`config.mk`:
```
export PLATFORM = sky130hd
export DESIGN_NAME = sfr_predict
export DESIGN_NICKNAME = d
export VERILOG_FILES = /design/src/rtl/core/sfr_pkg.sv /design/src/rtl/core/sfr_predict.sv
export SDC_FILE = /design/constraint.sdc
export NUM_CORES = 1
export LEC_CHECK = 0
export BUFFER_PORTS_ARGS = -buffer_cell sky130_fd_sc_hd__buf_2
export CORE_MARGIN = 8
export CORE_UTILIZATION = 50
export DETAILED_ROUTE_END_ITERATION = 16
export PLACE_DENSITY = 0.7
export SETUP_SLACK_MARGIN = 0.5
export SYNTH_ARGS = -nofsm -noshare
export SYNTH_HDL_FRONTEND = slang
export SYNTH_SLANG_ARGS = --single-unit
export TNS_END_PERCENT = 1
```
`constraint.sdc`:
```
create_clock -name vclk -period 6
set_input_delay 0 -clock vclk [all_inputs]
set_output_delay 0 -clock vclk [all_outputs]
set_load 0.005 [all_outputs]
```
`src/rtl/core/sfr_pkg.sv`:
```
// ----------------------------------------------------------------------------
// sfr_pkg: shared types and constants for scanline filter reconstruction
// Sizes of the line store and the left-neighbor history, and filter codes.
// ----------------------------------------------------------------------------
package sfr_pkg;

  // line store depth and derived widths
  localparam int MAX_ROW_BYTES   = 16384;
  localparam int MAX_PIXEL_BYTES = 8;
  localparam int ADDR_W          = $clog2(MAX_ROW_BYTES);
  localparam int ROW_W           = 15;
  localparam int PIX_W           = 4;
  localparam int SEL_W           = $clog2(MAX_PIXEL_BYTES) > 0 ? $clog2(MAX_PIXEL_BYTES) : 1;
  localparam int HIST_W          = MAX_PIXEL_BYTES * 8;

  // configuration register indexes
  localparam logic REG_ROW_BYTES   = 1'b0;
  localparam logic REG_PIXEL_BYTES = 1'b1;

  // filter type codes carried by the first byte of each row
  typedef enum logic [2:0] {
    FLT_NONE  = 3'd0,
    FLT_SUB   = 3'd1,
    FLT_UP    = 3'd2,
    FLT_AVG   = 3'd3,
    FLT_PAETH = 3'd4
  } filter_t;

  // highest valid filter code
  localparam logic [7:0] FLT_MAX_CODE = 8'd4;

endpackage

```
`src/rtl/core/sfr_predict.sv`:
```
// ----------------------------------------------------------------------------
// sfr_predict: filter predictor
// Forms the prediction from left (a), above (b) and above-left (c) bytes.
// ----------------------------------------------------------------------------
module sfr_predict
  import sfr_pkg::*;
(
  input  filter_t    kind,
  input  logic [7:0] a,
  input  logic [7:0] b,
  input  logic [7:0] c,
  output logic [7:0] pred
);

  logic [8:0]        avg_sum;
  logic signed [9:0] pa_d;
  logic signed [9:0] pb_d;
  logic signed [9:0] pc_d;
  logic [9:0]        pa;
  logic [9:0]        pb;
  logic [9:0]        pc;
  logic [7:0]        paeth;

  // Paeth distances: |p-a| = |b-c|, |p-b| = |a-c|, |p-c| = |a+b-2c|
  always_comb begin
    pa_d = $signed({2'b00, b}) - $signed({2'b00, c});
    pb_d = $signed({2'b00, a}) - $signed({2'b00, c});
    pc_d = pa_d + pb_d;
    pa   = pa_d[9] ? 10'(-pa_d) : 10'(pa_d);
    pb   = pb_d[9] ? 10'(-pb_d) : 10'(pb_d);
    pc   = pc_d[9] ? 10'(-pc_d) : 10'(pc_d);
    if (pa <= pb && pa <= pc) begin
      paeth = a;
    end else if (pb <= pc) begin
      paeth = b;
    end else begin
      paeth = c;
    end
  end

  assign avg_sum = {1'b0, a} + {1'b0, b};

  // select by filter type
  always_comb begin
    case (kind)
      FLT_SUB:   pred = a;
      FLT_UP:    pred = b;
      FLT_AVG:   pred = avg_sum[8:1];
      FLT_PAETH: pred = paeth;
      default:   pred = 8'd0;
    endcase
  end

endmodule

```
==> flow_summary.json <==
{
  "drive_above_1_share_pct": 17.4,
  "wl_mm": 7.61,
  "syn_inst": 378,
  "dp_slack_ps": 494,
  "holdWs_ps": 425,
  "arrival_ps": 5250,
  "antenna_left": 0,
  "wl_met1_mm": 3.72,
  "seq_power_share_pct": 0,
  "final_cell_mix": "ha_1 (59), buf_2 (35), nor2_1 (31), inv_1 (31), a21oi_1 (25)",
  "fin_setup_tns_ps": 0,
  "rows": 27,
  "setup_slack_ps": 753,
  "finalCriticalPeriod_ps": 5250,
  "switching_power_uw": 532,
  "rsz0062_at_grt": "false",
  "grt_max_degree": 11,
  "num_vias": 2831,
  "dieArea_um2": 8340,
  "port_buffers": 35,
  "drcViolationCount": 0,
  "layout_commonest_cell": "ha_1",
  "fin_nets": 506,
  "areaGrowthSynthToFinish_pct": 12.8,
  "ios": 35,
  "final_util_pct": 58.2,
  "max_freq_mhz": 191,
  "dieWidth_um": 91.4,
  "globalRoute.totalOverflow": 0,
  "p_per_area_nw_per_um2": 302,
  "yosysWarnings": 0,
  "cp-endpoint": "pred[6]",
  "peakVddDrop_v": 0.000153,
  "grt_pass1_vias": 2768,
  "required_ps": 6000,
  "synth_area_leader_cell": "ha_1",
  "max_slew.worst_pin.slew_ps": 606,
  "route.top_layer_used": "met4",
  "gp_congestion": 0.939,
  "diodes": 0,
  "fin_crit_sh_pct": 87.5,
  "grt_pass1_wl_mm": 13.1,
  "track_usage_pct": 18.0,
  "hpwl_mm": 6.58,
  "n_fill_cell": 525,
  "hold_viol": 0,
  "design.seq.count": 0,
  "status": "finished, final reports clean",
  "syn-cell-area_um2": 2840,
  "cp_max_fo": 10,
  "total_power_uw": 966,
  "die-height_um": 91.4,
  "via_per_inst": 5.84,
  "p_leak_nw": 1.58,
  "max_cap_viol_count": 0,
  "cp-end-kind": "output port",
  "wl_per_cell_um": 15.7,
  "p_comb_share_pct": 100.0,
  "critPathLaunch": "b[1]",
  "final-setup-viol-count": 0,
  "slew_viol_final": 0,
  "nClkBuffers": 0,
  "cp-start-kind": "input port",
  "core_um2": 5510,
  "antenna_found_initial": 0,
  "syn_area_per_cell_um2": 7.51,
  "ys_types": 54,
  "start_util_pct": 51.6,
  "dr.pass1.iters": 4,
  "hold_path_class": "in2out",
  "route.met3.wl_um": 372,
  "critPathKind": "in2out",
  "seq_area_um2": 0,
  "intPower_uw": 434,
  "wl_met2_mm": 3.44,
  "synthTopCellsByArea": "ha_1 (26%), xnor2_1 (7.4%), a21oi_1 (4.9%)",
  "seq_area_frac_synth_pct": 0,
  "switching_share_pct": 55.1,
  "first_iter_violations": 184,
  "p_clk_share_pct": 0,
  "synth_top_area_share_pct": 26.4,
  "timing.slew.headroom_pct": 59.4
}
[cell families after synthesis]
logic type	synth area share (%)
AOI/OAI and AO/OA	28.2
and+or+nand+nor	17.4
adders and majority gates	30.0
xor gates and xnor gates	13.4
buffers and inverters	5.07
muxes	5.64
other	0.265
[metrics by stage]
stage / std cells / cell area, µm²
3_5_place_dp: 483 / 3100
6_report: 485 / 3200
2_1_floorplan: 380 / 2850
4_1_cts: 483 / 3100
5_1_grt: 485 / 3200
3_3_place_gp: 483 / 3100
[cells in the mapped netlist (4+ instances only)]
cell type / number
mux2_2: 8
mux2i_1: 7
ha_1: 60
a21o_1: 14
nand3_1: 5
fa_1: 4
a21oi_1: 28
o221ai_1: 6
xor2_1: 15
nand4_1: 8
o21a_1: 9
a22oi_1: 8
nor2_1: 32
nand2_1: 20
o21bai_1: 6
o22ai_1: 5
nor3_1: 4
or2_2: 5
nor2b_1: 7
inv_1: 32
xnor2_1: 24
o21ai_0: 16
clkbuf_1: 4
[worst min path at each step]
stage	start	endpoint	slack, ps	cells past startpoint
2_1_floorplan	b[7]	pred[7]	190	2
3_5_place_dp	kind[2]	pred[1]	420	3
5_1_grt	kind[2]	pred[1]	430	3
6_report	kind[2]	pred[1]	430	3
4_1_cts	kind[2]	pred[1]	420	3
3_3_place_gp	kind[2]	pred[7]	410	3
[power groups by stage]
stage	clock [mW]	sequential [mW]	combinational (mW)
after floorplan	0	0	0.721
after global placement	0	0	0.901
after detailed placement	0	0	0.919
after CTS	0	0	0.925
after global routing	0	0	1.09
final	0	0	0.966
[final cells by class]
class              count  area [µm²]  share of cell area [%]
inverters             32         120                    3.75
multi-input cells    342        2790                    87.0
well taps             72        90.1                    2.81
repair buffers        39         205                    6.41
[worst max-delay path: stages]
cell	delay [ps]
buf_2	150
ha_1	290
nor2b_1	150
o31a_1	290
o311a_1	350
o21a_1	190
nor2_1	170
xnor2_2	170
ha_1	310
or4b_2	660
o21ai_2	110
a21oi_2	90
or4_4	570
ha_1	320
nand4_1	140
nor2_1	80
a21oi_1	130
o211ai_1	100
a22o_2	370
nor2_1	130
a211oi_1	60
a211o_1	270
buf_2	130
[routing by layer]
layer	vias up	global-route usage (%)
li1	1464	-
met1	1297	24.7
met2	64	31.2
met4	0	1.91
met3	6	0.494
met5	-	0
[repair_timing]
item | in CTS | in global routing
resized for setup | 1 | 18
endpoints found under the setup margin | 1 | 8
pin swaps | 0 | 2
hold buffers | 0 | 0
buffers inserted | 0 | 2
Note: power is estimated with default switching activity, not from simulation.
